===== config.mk =====
export PLATFORM = sky130hd
export DESIGN_NAME = pose_frame_receiver
export DESIGN_NICKNAME = d
export VERILOG_FILES = /design/src/pfr_pkg.sv /design/src/pose_frame_receiver.sv
export SDC_FILE = /design/constraint.sdc
export NUM_CORES = 1
export LEC_CHECK = 0
export BUFFER_PORTS_ARGS = -buffer_cell sky130_fd_sc_hd__buf_2
export CAP_MARGIN = 20
export CORE_ASPECT_RATIO = 1.25
export CORE_UTILIZATION = 58
export CTS_BUF_LIST = sky130_fd_sc_hd__clkbuf_4 sky130_fd_sc_hd__clkbuf_8
export DETAILED_ROUTE_END_ITERATION = 8
export HOLD_SLACK_MARGIN = 0.03
export PLACE_DENSITY = 0.81
export SYNTH_ARGS = -nofsm -noshare
export SYNTH_HDL_FRONTEND = slang
export SYNTH_SLANG_ARGS = --single-unit

===== constraint.sdc =====
create_clock -name clk -period 12.75 [get_ports clk]
set_input_delay 2.55 -clock clk [delete_from_list [all_inputs] [get_ports clk]]
set_output_delay 2.55 -clock clk [all_outputs]
set_load 0.02 [all_outputs]

===== src/pfr_pkg.sv =====
// ----------------------------------------------------------------------------
// pfr_pkg
// Shared types and constants for the pose frame receiver: frame delimiters,
// payload geometry and the parser phase encoding.
// ----------------------------------------------------------------------------
`default_nettype none

package pfr_pkg;

  // Frame delimiter bytes
  localparam logic [7:0] CR_BYTE = 8'h0D;
  localparam logic [7:0] LF_BYTE = 8'h0A;

  // Payload geometry: six little-endian 32-bit words
  localparam int PAYLOAD_LEN = 24;
  localparam int WORD_COUNT  = 6;
  localparam int WORD_BYTES  = PAYLOAD_LEN / WORD_COUNT;
  localparam int IDX_W       = $clog2(PAYLOAD_LEN);

  // Parser phases
  typedef enum logic [2:0] {
    PH_HUNT     = 3'd0,
    PH_WAIT_LF  = 3'd1,
    PH_PAYLOAD  = 3'd2,
    PH_TRAIL_LF = 3'd3,
    PH_TRAIL_CR = 3'd4
  } parse_phase_t;

  typedef logic [31:0] frame_word_t;

endpackage : pfr_pkg

`default_nettype wire


===== src/pose_frame_receiver.sv =====
// ----------------------------------------------------------------------------
// pose_frame_receiver
// Byte-stream parser for CR LF, 24 payload bytes, LF CR frames. A frame with
// a good trailer is emitted as six raw 32-bit words in one transaction.
// ----------------------------------------------------------------------------
//
//  Channel | Handshake              | Payload
//  --------+------------------------+-------------------------------------------
//  rx      | rx_valid / rx_ready    | rx_byte[7:0]
//  frame   | frame_valid / frame_ready | z/x/y_angle_bits, x/y_position_bits,
//          |                        | yaw_rate_bits (32 bits each)
//
//  One byte is accepted per cycle while rx_ready is high; the phase update and
//  payload write are registered straight from rx into the state registers.
//  A finished frame appears on the frame channel the cycle after its closing
//  CR byte is accepted and is held in the output register until taken.
//  rx_ready drops only while a frame waits and the parser sits at the final
//  trailer byte, which could produce the next frame.
//  Synchronous reset returns the parser to hunting and empties the output.
//
`default_nettype none

module pose_frame_receiver (
  input  wire                 clk,
  input  wire                 rst,
  input  wire                 rx_valid,
  output logic                rx_ready,
  input  wire  [7:0]          rx_byte,
  output logic                frame_valid,
  input  wire                 frame_ready,
  output pfr_pkg::frame_word_t z_angle_bits,
  output pfr_pkg::frame_word_t x_angle_bits,
  output pfr_pkg::frame_word_t y_angle_bits,
  output pfr_pkg::frame_word_t x_position_bits,
  output pfr_pkg::frame_word_t y_position_bits,
  output pfr_pkg::frame_word_t yaw_rate_bits
);
  import pfr_pkg::*;

  parse_phase_t      phase, phase_next;
  logic [IDX_W-1:0]  payload_index, payload_index_next;
  logic [7:0]        payload_store [PAYLOAD_LEN];
  frame_word_t       frame_word [WORD_COUNT];

  logic rx_fire;
  logic store_en;
  logic frame_load;

  // Stall input only when the next byte could complete a frame that has nowhere to go
  assign rx_ready = !(frame_valid && !frame_ready && (phase == PH_TRAIL_CR));
  assign rx_fire  = rx_valid && rx_ready;

  // Phase and index update for one received byte
  always_comb begin
    phase_next         = phase;
    payload_index_next = payload_index;
    store_en           = 1'b0;
    frame_load         = 1'b0;
    if (rx_fire) begin
      unique case (phase)
        PH_HUNT: begin
          phase_next = (rx_byte == CR_BYTE) ? PH_WAIT_LF : PH_HUNT;
        end
        PH_WAIT_LF: begin
          if (rx_byte == LF_BYTE) begin
            payload_index_next = '0;
            phase_next         = PH_PAYLOAD;
          end else if (rx_byte != CR_BYTE) begin
            phase_next = PH_HUNT;
          end
        end
        PH_PAYLOAD: begin
          store_en = (payload_index < IDX_W'(PAYLOAD_LEN));
          if (payload_index >= IDX_W'(PAYLOAD_LEN - 1)) begin
            payload_index_next = '0;
            phase_next         = PH_TRAIL_LF;
          end else begin
            payload_index_next = payload_index + 1'b1;
          end
        end
        PH_TRAIL_LF: begin
          phase_next = (rx_byte == LF_BYTE) ? PH_TRAIL_CR : PH_HUNT;
        end
        PH_TRAIL_CR: begin
          phase_next = PH_HUNT;
          frame_load = (rx_byte == CR_BYTE);
        end
        default: begin
          phase_next = PH_HUNT;
        end
      endcase
    end
  end

  // Hold parser state
  always_ff @(posedge clk) begin
    if (rst) begin
      phase         <= PH_HUNT;
      payload_index <= '0;
    end else begin
      phase         <= phase_next;
      payload_index <= payload_index_next;
    end
  end

  // Write payload bytes into the frame buffer
  always_ff @(posedge clk) begin
    if (store_en) begin
      payload_store[payload_index] <= rx_byte;
    end
  end

  // Output valid: set on a good trailer, clear when taken
  always_ff @(posedge clk) begin
    if (rst) begin
      frame_valid <= 1'b0;
    end else if (frame_load) begin
      frame_valid <= 1'b1;
    end else if (frame_ready) begin
      frame_valid <= 1'b0;
    end
  end

  // Latch the six little-endian words of a completed frame
  always_ff @(posedge clk) begin
    if (frame_load) begin
      for (int k = 0; k < WORD_COUNT; k++) begin
        frame_word[k] <= {payload_store[k*WORD_BYTES + 3],
                          payload_store[k*WORD_BYTES + 2],
                          payload_store[k*WORD_BYTES + 1],
                          payload_store[k*WORD_BYTES]};
      end
    end
  end

  assign z_angle_bits    = frame_word[0];
  assign x_angle_bits    = frame_word[1];
  assign y_angle_bits    = frame_word[2];
  assign x_position_bits = frame_word[3];
  assign y_position_bits = frame_word[4];
  assign yaw_rate_bits   = frame_word[5];

endmodule : pose_frame_receiver

`default_nettype wire


-- Yosys cells after proc, flatten, opt, wreduce, memory -nomap -nowiden
Memories as Yosys holds them, arrays and structs flattened.
Cells that the tools add are included.
- memories kept: 2
- logic and storage cells: 47
- output and inout bits: 194
- memory bits (writable): 384
- input port bits: 12
- register bits after elaboration: 9
- mux-type cells: 19
- reductions and logical operators: 10
- eq/ne operators: 10
- $lt $le $gt $ge: 2
- add/subtract/negate cells: 1
- memory list (name ; words ; bits a word ; rd ports ; clocked after Yosys merged registers in ; write ports ; line ; RTL):
    frame_word ; 6 ; 32 ; 6 ; 0 ; 6 ; pose_frame_receiver.sv:43 ; frame_word_t frame_word [WORD_COUNT];
    payload_store ; 24 ; 8 ; 24 ; 0 ; 1 ; pose_frame_receiver.sv:42 ; logic [7:0] payload_store [PAYLOAD_LEN];
- operators by type and width (operator ; count):
    8-bit by 4-bit == test with 1-bit output, second input constant ; 2
    3-bit two-way mux ; 4
    3-bit case mux with 4 select lines ; 1
    1-bit two-way mux ; 11
    5-bit two-way mux ; 2
    5-bit case mux with 2 select lines ; 1
    8-bit by 4-bit inequality test with 1-bit output, second input constant ; 1
    3-bit by 2-bit == test with 1-bit output, second input constant ; 2
    3-bit AND reduction ; 2
    5-bit by 1-bit adder with 5-bit output, second input constant ; 1
    5-bit greater-or-equal comparator, second input constant ; 1
    5-bit less-than comparator, second input constant ; 1
    2-bit inequality test, second input constant ; 2
    2-bit nonzero test ; 2
    3-bit by 1-bit == test with 1-bit output, second input constant ; 1
    3-bit == test, second input constant ; 1
    1-bit logical AND ; 3
    3-bit logical NOT ; 1
    3-bit inequality test, second input constant ; 1
    1-bit logical NOT ; 2

-- Logic depth before layout (Yosys ltp)
Gate-level depths: netlist of the first run.
- depth in word-level cells: 8
- gate-level depth with buffers: 5

-- Worst setup path after synthesis of the first run
Ideal clock, no wire load.
- kind: input-to-reg
- start point: input port rx_byte[5]
- end point: memory frame_word[0][0] in the netlist's numbering (enable)
- path slack: 930 ps
- data required time: 12001 ps
- arrival: 11071 ps
- path buffers: 0
- stages on the path: 3
- setup time: 749 ps
- cell sequence: nor4_2 nand3_1 nor2_1
- RTL lines (what ; line ; RTL):
    start, declared ; pose_frame_receiver.sv:28 ; input wire [7:0] rx_byte,
    end, declared ; pose_frame_receiver.sv:43 ;

-- Worst setup path after layout of the first run
- start point: input port frame_ready
- end point: output port rx_ready
- longest elaborated chain between the ends: 4
- RTL lines (what ; line ; RTL):
    start, declared ; pose_frame_receiver.sv:30 ; input wire frame_ready,
    1-bit logical NOT ; pose_frame_receiver.sv:50 ; assign rx_ready = !(frame_valid && !frame_ready && (phase == PH_TRAIL_CR));
    1-bit logical AND (2 in a row) ; pose_frame_receiver.sv:50 ;
    1-bit logical NOT ; pose_frame_receiver.sv:50 ;
    end, declared ; pose_frame_receiver.sv:27 ; output logic rx_ready,
No other way between the ends.

==> impl_results.md, run 1 <==
* CTS tree: built
* CTS sink cnt at 393
* Leakage power at 5.14 nW
* Reg area at 0.0117 mm2
* Hold Vio Cnt, Final at 0
* Mapped Area at 0.0123 mm2
* Clk pwr share at 40.5%
* Yosys reg bits at 393
* Post-CTS Hold Buffers at 0
* Synth warn at 0
* CP cell instances: buf_2, and2b_1, nand2_1, buf_2
* Routability congestion estimate at 0.843
* DP HPWL at 14,200 um
* Setup Slack @ Placement at 7.12 ns
* Avg Synthesized Cell Area at 25.1 um2
* I/O pins at 206
* CTS Root Cell: clkbuf_8
* CTS Buffer Depth at 3
* # fillers at 1,212
* Critical path's top delay family: simple AND/OR/NAND/NOR gates
* VDD IR max at 0.0921 mV
* Worst Hold Class: reg -> reg
* Setup bufs post-CTS at 0
* Clock buffer count from CTS at 52
* Commonest cells after routing, fill and taps aside: edfxtp_1, buf_2, clkbuf_8
* Post-synthesis sequential area ratio at 94.9%
* Most common cell on crit path: buf_2
* GRT overflow at 0
* Number of global-route vias before repair at 5,531
* Die width at 132 um
* EDFF count, synth at 384
* Iter 0 DRT Violations at 476
* Initial antenna violation count at 0
* Fin crit share at 44.2%
* Logic pwr share at 0.7%
* Global-route usage over all layers at 20.8%
* Post-Syn Instances at 491
* CTS resizes at 0
* H-Tree Depth at 2
* DR DRC count at 0
* Crit path buffers/inverters at 2
* Final cell count without fillers at 1,068
* Seq pwr share at 58.7%
* Synth async-reset ratio at 0%
* Max-cap violations at 0
* Port Buffers at 205
* Slew Limit Fails at 0
* PwrDens at 161 mW/mm2
* Largest net degree at the start of global routing at 75
* Count of cell types in the netlist at 44
* Share of the synthesized area in the top cell type at 93.4%
* Endpoints failing setup at 0
* Synth area leader: edfxtp_1
* Placed Cells at 971
* Tmin final at 5.63 ns
* P_int at 1.94 mW
* Status: finished, final reports clean
* Max incr delay on CP at 0.21 ns
* Die area at 0.0219 mm2
* Die Ht at 165 um
* Total wire length at 23,000 um
* DR pass1 iterations at 5
* WP data required at 10.20 ns
* Clock Latency Late Sink at 0.56 ns
* Switching Share at 19.0%
* Skew final at 0.0155 ns
* Crit path capture type: output pin
* Final WS setup at 7.12 ns
* Inserted Diodes at 0
* Via count at 5,632
* Fmax at 178 MHz
* First-pass GRT wire length at 32,600 um
* Post-route ant nets at 0
* Area of the multi-input gates at 597 um2
* Initial Util at 59.3%
* WL per Instance at 21.6 um
* Layout cells sized above 1 at 38.4%
* Crit path DAT at 3.08 ns
* Crit path kind: in -> out
* Switching pwr at 0.454 mW
* Slowest cell on crit path: and2b_1
* Worst Tran Pin Value at 0.953 ns
* Rel. slew slack at 36.4%
* Top area cells in the synthesized netlist: edfxtp_1, dfxtp_1, nor2_1
* Row count at 59
* Post-synth top flop: edfxtp_1
* Syn_nets at 507
* Max Fanout on Critical Path at 3
* Worst-path clk slew at 0.07 ns
* Area grow syn2layout at 20.2%
* # nets final at 768
* Core area at 0.0208 mm2
* Setup TNS at 0 ns
* Startpoint class of the critical path: input pin
* RSZ-0062 raised after global routing: no
* Vias per inst at 5.27
* Commonest non-fill, non-tap cell in the layout: edfxtp_1
==> per-layer routing <==
layer / track usage (%) / vias to the layer above / wire length [um]
met5: 0 / - / 0
met4: 10.6 / 0 / 816
met3: 3.79 / 51 / 1590
met2: 36.0 / 306 / 12000
met1: 25.5 / 2780 / 8620
li1: - / 2495 / -
==> registers in the layout (all words and copies together) (netlist names) <==
signal / count
payload_store: 192
frame_word: 192
payload_index: 5
frame_valid: 1
phase: 3
==> worst register-to-register path: cells and delay by family (launching register included) <==
family / cells / cell delay, ns
DFF: 1 / 0.44
and+or+nand+nor: 3 / 0.65
buffers and inverters: 2 / 1.30
==> path summary, 6_finish.rpt <==
check	cells after the start	startpoint	endpoint	slack [ns]
hold reg to reg	0	payload_store[15][3]$_DFFE_PP_	frame_word[3][27]$_DFFE_PP_	0.42
setup / recovery	4	frame_ready	rx_ready	7.12
setup reg to reg	5	phase[2]$_SDFFE_PP0P_	frame_word[2][1]$_DFFE_PP_	9.96
hold / removal	0	payload_store[15][3]$_DFFE_PP_	frame_word[3][27]$_DFFE_PP_	0.42
==> kinds of logic after synthesis <==
kind of cell / synth area share [%]
flops: 94.9
mux: 0.253
compound gates: 0.953
buf+inv: 0.355
simple gates: 3.16
fa+ha+maj: 0.405
==> power groups by stage <==
stage	combinational, mW	clock, mW	sequential [mW]
2_1_floorplan	0.00266	0	1.43
3_3_place_gp	0.0168	0	1.43
3_5_place_dp	0.0176	0	1.43
4_1_cts	0.0177	0.990	1.41
5_1_grt	0.0185	1.04	1.40
6_report	0.0175	0.970	1.41
==> metrics by stage <==
step	power (mW)	util (%)	hold slack, ns	cell area [um2]
after floorplan	1.44	-	0.400	12300
after global placement	1.45	66.0	0.401	13700
after detailed placement	1.45	66.0	0.405	13700
after CTS	2.41	71.3	0.413	14800
after global routing	2.46	71.3	0.421	14800
final	2.39	71.3	0.415	14800
==> synthesized netlist by cell type (2+ instances only) <==
master,instances
a31oi_1,2
dfxtp_1,9
edfxtp_1,384
ha_1,4
inv_1,4
mux2i_1,2
nand2_1,11
nand3_1,4
nand3b_1,2
nor2_1,28
nor2b_1,3
nor3_1,2
nor3b_2,2
nor4_2,2
o311ai_1,2
or3_1,2
==> final cells by class <==
type	instances	area share [%]
tap	274	2.31
clock inverter	31	1.85
timing repair buffer	209	7.12
inverter	5	0.219
sequential	393	78.9
multi-input combinational	91	4.02
clock buffer	65	5.56
Note: power is estimated with default switching activity, not from simulation.
==> run 2: changes to the inputs <==
ABC_AREA = 1   (was not set)
clock period = 5.2 ns   (was 12.75 ns; I/O delays follow)
==> run 2 against run 1 <==
Net effect:
- die area is 0.81% higher
- wire length is 4.6% higher
- flip-flop and latch count stayed put
- core utilization is 0.36 points lower
- register-to-register slack worse by 7.0 ns
- worst setup slack worse by 4.7 ns
- via count is 5.5% higher
- largest cell class unchanged
==> impl_results.md, run 2 <==
* Commonest cells after routing, fill and taps aside: edfxtp_1, buf_2, clkbuf_8
* Routability congestion estimate at 0.819
* Mapped Area at 0.0124 mm2
* Avg Synthesized Cell Area at 23.1 um2
* Hold Vio Cnt, Final at 0
* Status: finished, final reports clean
* Slowest cell on crit path: buf_4
* Die area at 0.0221 mm2
* H-Tree Depth at 2
* Port Buffers at 205
* R2R Setup Slk at 2.98 ns
* Skew final at 0.0148 ns
* Core area at 0.0210 mm2
* Fin util at 70.9%
* Count leader, synth: edfxtp_1
* First-pass GRT wire length at 35,200 um
* Synth Area in Simple Gates at 4.23%
* Largest regs: frame_word x192, payload_store x192, payload_index x5
* Die width at 133 um
* Crit path capture type: register
* PwrDens at 382 mW/mm2
* Post-CTS Hold Buffers at 0
* Top area cells in the synthesized netlist: edfxtp_1, dfxtp_1, nor2_1
* Count of cell types in the netlist at 22
* DP Area at 0.0139 mm2
* DR pass1 iterations at 6
* I/O pins at 206
* Top cells by count, synth: edfxtp_1, nor2_1, nand2_1
* Largest family of logic cells by synthesized area: simple AND/OR/NAND/NOR gates
* Worst Tran Pin Value at 0.908 ns
* VDD IR max at 0.207 mV
* Leakage power at 5.24 nW
* Clock Latency Late Sink at 0.56 ns
* # nets final at 814
* Critical path's top delay family: buffers and inverters
* Vias per inst at 5.35
* Yosys reg bits at 393
* Share of the synthesized area in the top cell type at 92.7%
* Crit path kind: in -> reg
* DR DRC count at 0
* Post-Syn Instances at 539
* Worst Hold Class: reg -> reg
* CTS resizes at 0
* Post-synth top flop: edfxtp_1
* Post-route ant nets at 0
* Startpoint class of the critical path: input pin
* Fmax at 355 MHz
* Synth Area in XOR/XNOR at 0%
* CTS Buffer Depth at 3
* Max incr delay on CP at 0.70 ns
* RSZ-0062 raised after global routing: no
* Inserted Diodes at 0
* Synth warn at 0
* Crit path buffers/inverters at 2
* Initial antenna violation count at 0
* Synth async-reset ratio at 0%
* Post-synthesis sequential area ratio at 94.1%
* Post-synthesis adder-cell area fraction at 0.402%
* WL per Instance at 21.7 um
* EDFF count, synth at 384
* Max Fanout on Critical Path at 66
* Endpoints failing setup at 0
* GRT overflow at 0
* Number of global-route vias before repair at 5,941
* Final cell count without fillers at 1,111
* Layout cells sized above 1 at 37.9%
* Via count at 5,944
* Critical Path Source: rx_byte[3]
* Layout Cell Area excl Fill at 0.0149 mm2
* Hold Startpoint: payload_store[14][0]$_DFFE_PP_
* Slew Limit Fails at 0
* Reg2reg start: phase[1]$_SDFFE_PP0P_
* Setup bufs post-CTS at 0
* Multiplexer share of the synthesized area at 0%
* Total wire length at 24,100 um
* Clock buffer count from CTS at 51
* Tmin final at 2.82 ns
* Placed Cells at 1,019
* CTS Root Cell: clkbuf_8
* Max-cap violations at 0
* Synth area leader: edfxtp_1
* Rel. slew slack at 38.9%
* Power Total at 5.68 mW
* Fin crit share at 54.2%
* Worst-path clk slew at 0.06 ns
* Row count at 59
* Synth Area in Compound Gates at 0.382%
* DP HPWL at 15,000 um
* Commonest non-fill, non-tap cell in the layout: edfxtp_1
* Global-route usage over all layers at 22.3%
* Area grow syn2layout at 19.5%
* Largest net degree at the start of global routing at 127
* # fillers at 1,200
* CP cell instances: buf_2, nand2_1, nor2_2, nand2_2, nor4_4, buf_4
* Die Ht at 166 um
* WP data required at 5.38 ns
* Initial Util at 59.4%
* Final hold slack at 0.414 ns
* Iter 0 DRT Violations at 520
* Syn_nets at 555
* Crit path DAT at 3.00 ns
* CTS tree: built
* CTS sink cnt at 393
==> run 2: changes by cell type after synthesis, sizes merged, moves of 3 or more <==
cell   before  now
nand2      11   41
inv         4   25
nor2       28   45
nand3       4   17
a21oi       1    6
nor2b       3    0
nor3b       3    0
or3         3    0
==> run 2: logic make-up (layout without fill, tap and decap cells) <==
kind of cell | count (synthesis) | after routing
buf+inv | 27 | 325
fa+ha+maj | 4 | 4
compound gates | 8 | 8
flops | 393 | 393
simple gates | 107 | 107
==> run 2: area by class of cell <==
cell class / instances / area [um2] / share of cell area (%)
clock inverters: 17 / 68.8 / 0.463
multi-input cells: 119 / 668 / 4.49
clock buffers: 75 / 907 / 6.10
well taps: 274 / 343 / 2.31
repair buffers: 208 / 1060 / 7.14
flip-flops and latches: 393 / 11700 / 78.8
inverters: 25 / 111 / 0.749
==> run 2: worst paths after layout <==
path | depth (start not counted) | end
worst max-delay path | 6 | frame_word[3][17]$_DFFE_PP_
worst min-delay path | 0 | frame_word[3][16]$_DFFE_PP_
worst max register to register | 8 | payload_store[0][5]$_DFFE_PP_
worst min register to register | 0 | frame_word[3][16]$_DFFE_PP_
==> run 2: power by group <==
group | internal (mW) | switching (mW)
clock | 1.11 | 1.02
combinational | 0.0167 | 0.0672
sequential | 3.45 | 0.00551
==> run 2: routing by layer <==
| layer | up-vias | global-route usage (%) | part of all wire (%) |
|---|---|---|---|
| met2 | 350 | 37.9 | 52 |
| met5 | - | 0 | 0 |
| met1 | 2938 | 27.3 | 36 |
| met3 | 78 | 4.15 | 7.8 |
| li1 | 2578 | - | - |
| met4 | 0 | 11.5 | 4.4 |
==> run 2: through the flow <==
step	TNS (ns)	setup WS, ns
floorplan	-514.61	-2.68
global placement	0	1.95
detailed placement	0	1.81
CTS	0	2.39
global route	0	2.21
finish	0	2.38
==> run 3: changes to the inputs <==
clock period = 2.6 ns   (was 5.2 ns; I/O delays follow)
==> run 3 against run 2 <==
Net effect:
- non-clock buffer count rose by 36
- via count shrank 1.1%
- worst hold slack worse by 0.24 ns
- critical endpoint is now rx_ready
- final cell count increased by 3.7%
- sequential power grew 100%
- flip-flop and latch count unchanged
- register-to-register slack got worse by 2.3 ns
- design area increased by 2.4%
- total power up 100%
- die area is the same
- combinational power is 120% higher
==> impl_results.md, run 3 (synthesis gave the netlist of run 2 again) <==
* Row count at 59
* Die area at 0.0221 mm2
* Area grow syn2layout at 22.3%
* Status: finished, final reports clean
* Fmax at 481 MHz
* Layout cells sized above 1 at 40.2%
* Fin util at 72.6%
* Crit path kind: reg -> out
* P_int at 9.22 mW
* Routability congestion estimate at 0.776
* Die Ht at 166 um
* DP HPWL at 15,000 um
* Max Fanout on Critical Path at 4
* Crit path capture type: output pin
* WP data required at 2.08 ns
* Number of global-route vias before repair at 5,923
* DR DRC count at 0
* Setup bufs post-CTS at 0
* Crit path DAT at 1.56 ns
* RSZ-0062 raised after global routing: no
* CTS Root Cell: clkbuf_8
* Worst-path clk slew at 0.06 ns
* Layout Cell Area excl Fill at 0.0152 mm2
* Largest regs: frame_word x192, payload_store x192, payload_index x5
* Max-cap violations at 0
* Seq pwr share at 60.4%
* Slowest cell on crit path: dfxtp_1
* Tmin final at 2.08 ns
* Max incr delay on CP at 0.35 ns
* Crit path buffers/inverters at 2
* Switching pwr at 2.23 mW
* Post-CTS Hold Buffers at 0
* H-Tree Depth at 2
* Leakage power at 5.45 nW
* Startpoint class of the critical path: register
* Clock Latency Late Sink at 0.56 ns
* Clk pwr share at 38.0%
* Largest net degree at the start of global routing at 70
* VDD IR max at 0.562 mV
* CTS Buffer Depth at 3
* PwrDens at 752 mW/mm2
* CTS tree: built
* Slew Limit Fails at 0
* Switching Share at 19.5%
* Port Buffers at 205
* Vias per inst at 5.10
* Initial antenna violation count at 0
* Global-route usage over all layers at 22.0%
* Reg2reg start: phase[1]$_SDFFE_PP0P_
* Via count at 5,879
* DR pass1 iterations at 4
* Final hold slack at 0.171 ns
* DP Area at 0.0142 mm2
* Critical path's top delay family: simple AND/OR/NAND/NOR gates
* Fin crit share at 80.0%
* I/O pins at 206
* Setup Slack @ Placement at 0.317 ns
* Rel. slew slack at 72.9%
* Commonest cells after routing, fill and taps aside: edfxtp_1, buf_2, clkbuf_8
* Post-route ant nets at 0
* CTS resizes at 0
* Die width at 133 um
* Total wire length at 23,900 um
* Placed Cells at 1,055
* Worst Tran Pin Value at 0.406 ns
* GRT overflow at 0
* Inserted Diodes at 0
* CTS sink cnt at 393
* Final cell count without fillers at 1,152
* Worst Hold Class: in -> reg
* Final WS setup at 0.521 ns
* Commonest non-fill, non-tap cell in the layout: edfxtp_1
* Core area at 0.0210 mm2
* Skew final at 0.0218 ns
* Endpoints failing setup at 0
* WL per Instance at 20.7 um
* Clock buffer count from CTS at 53
* First-pass GRT wire length at 35,000 um
* Iter 0 DRT Violations at 448
* Hold Startpoint: rst
* Logic pwr share at 1.6%
* Hold Vio Cnt, Final at 0
* Critical Path Source: phase[1]$_SDFFE_PP0P_
* Initial Util at 59.4%
* CP cell instances: nor2_2, nand2_2, nor2_4, inv_1, buf_2
* # nets final at 852
## run 3: cell count changes in the layout (fill, tap and decap cells not counted), moves of 3 or more
cell / change
clkinv_2: +3
buf_4: +32
buf_12: +4
clkinv_1: +5
clkbuf_4: -5
## run 3: final cells by class
cell class	count	area, um2
clock buffers	70	870
repair buffers	244	1380
well taps	274	343
clock inverters	27	140
multi-input cells	119	668
inverters	25	111
flip-flops and latches	393	11700
fillers	1217	5740
## run 3: metal layers
metal	GRT usage, %	routed length (um)	vias to the layer above
li1	-	-	2655
met1	25.8	8990	2912
met2	39.5	12900	260
met3	3.88	1330	52
met4	9.50	723	0
met5	0	0	-
## run 3: worst paths after layout
check	to	cells past startpoint	slack, ns
setup / recovery	rx_ready	5	0.52
hold / removal	payload_index[4]$_SDFFE_PP0P_	2	0.17
setup reg to reg	payload_store[16][3]$_DFFE_PP_	9	0.67
hold reg to reg	frame_word[0][24]$_DFFE_PP_	0	0.41
## run 3: worst reg2reg max path, delay by kind of cell (launching register included)
kind	cells	cell delay, ns
and+or+nand+nor	8	1.04
DFF	1	0.40
buffers and inverters	1	0.20
## run 3: power groups by stage
stage	Sequential, mW	Clock, mW	Combinational [mW]
finish	6.92	4.35	0.184
global route	6.91	4.71	0.198
CTS	6.92	4.44	0.185
detailed placement	7.05	0	0.186
global placement	7.05	0	0.176
floorplan	7.05	0	0.0733
## run 3: metrics by stage
stage	setup TNS, ns	power, mW
2_1_floorplan	-913.97	7.12
3_3_place_gp	0	7.23
3_5_place_dp	0	7.24
4_1_cts	0	11.5
5_1_grt	0	11.8
6_report	0	11.5
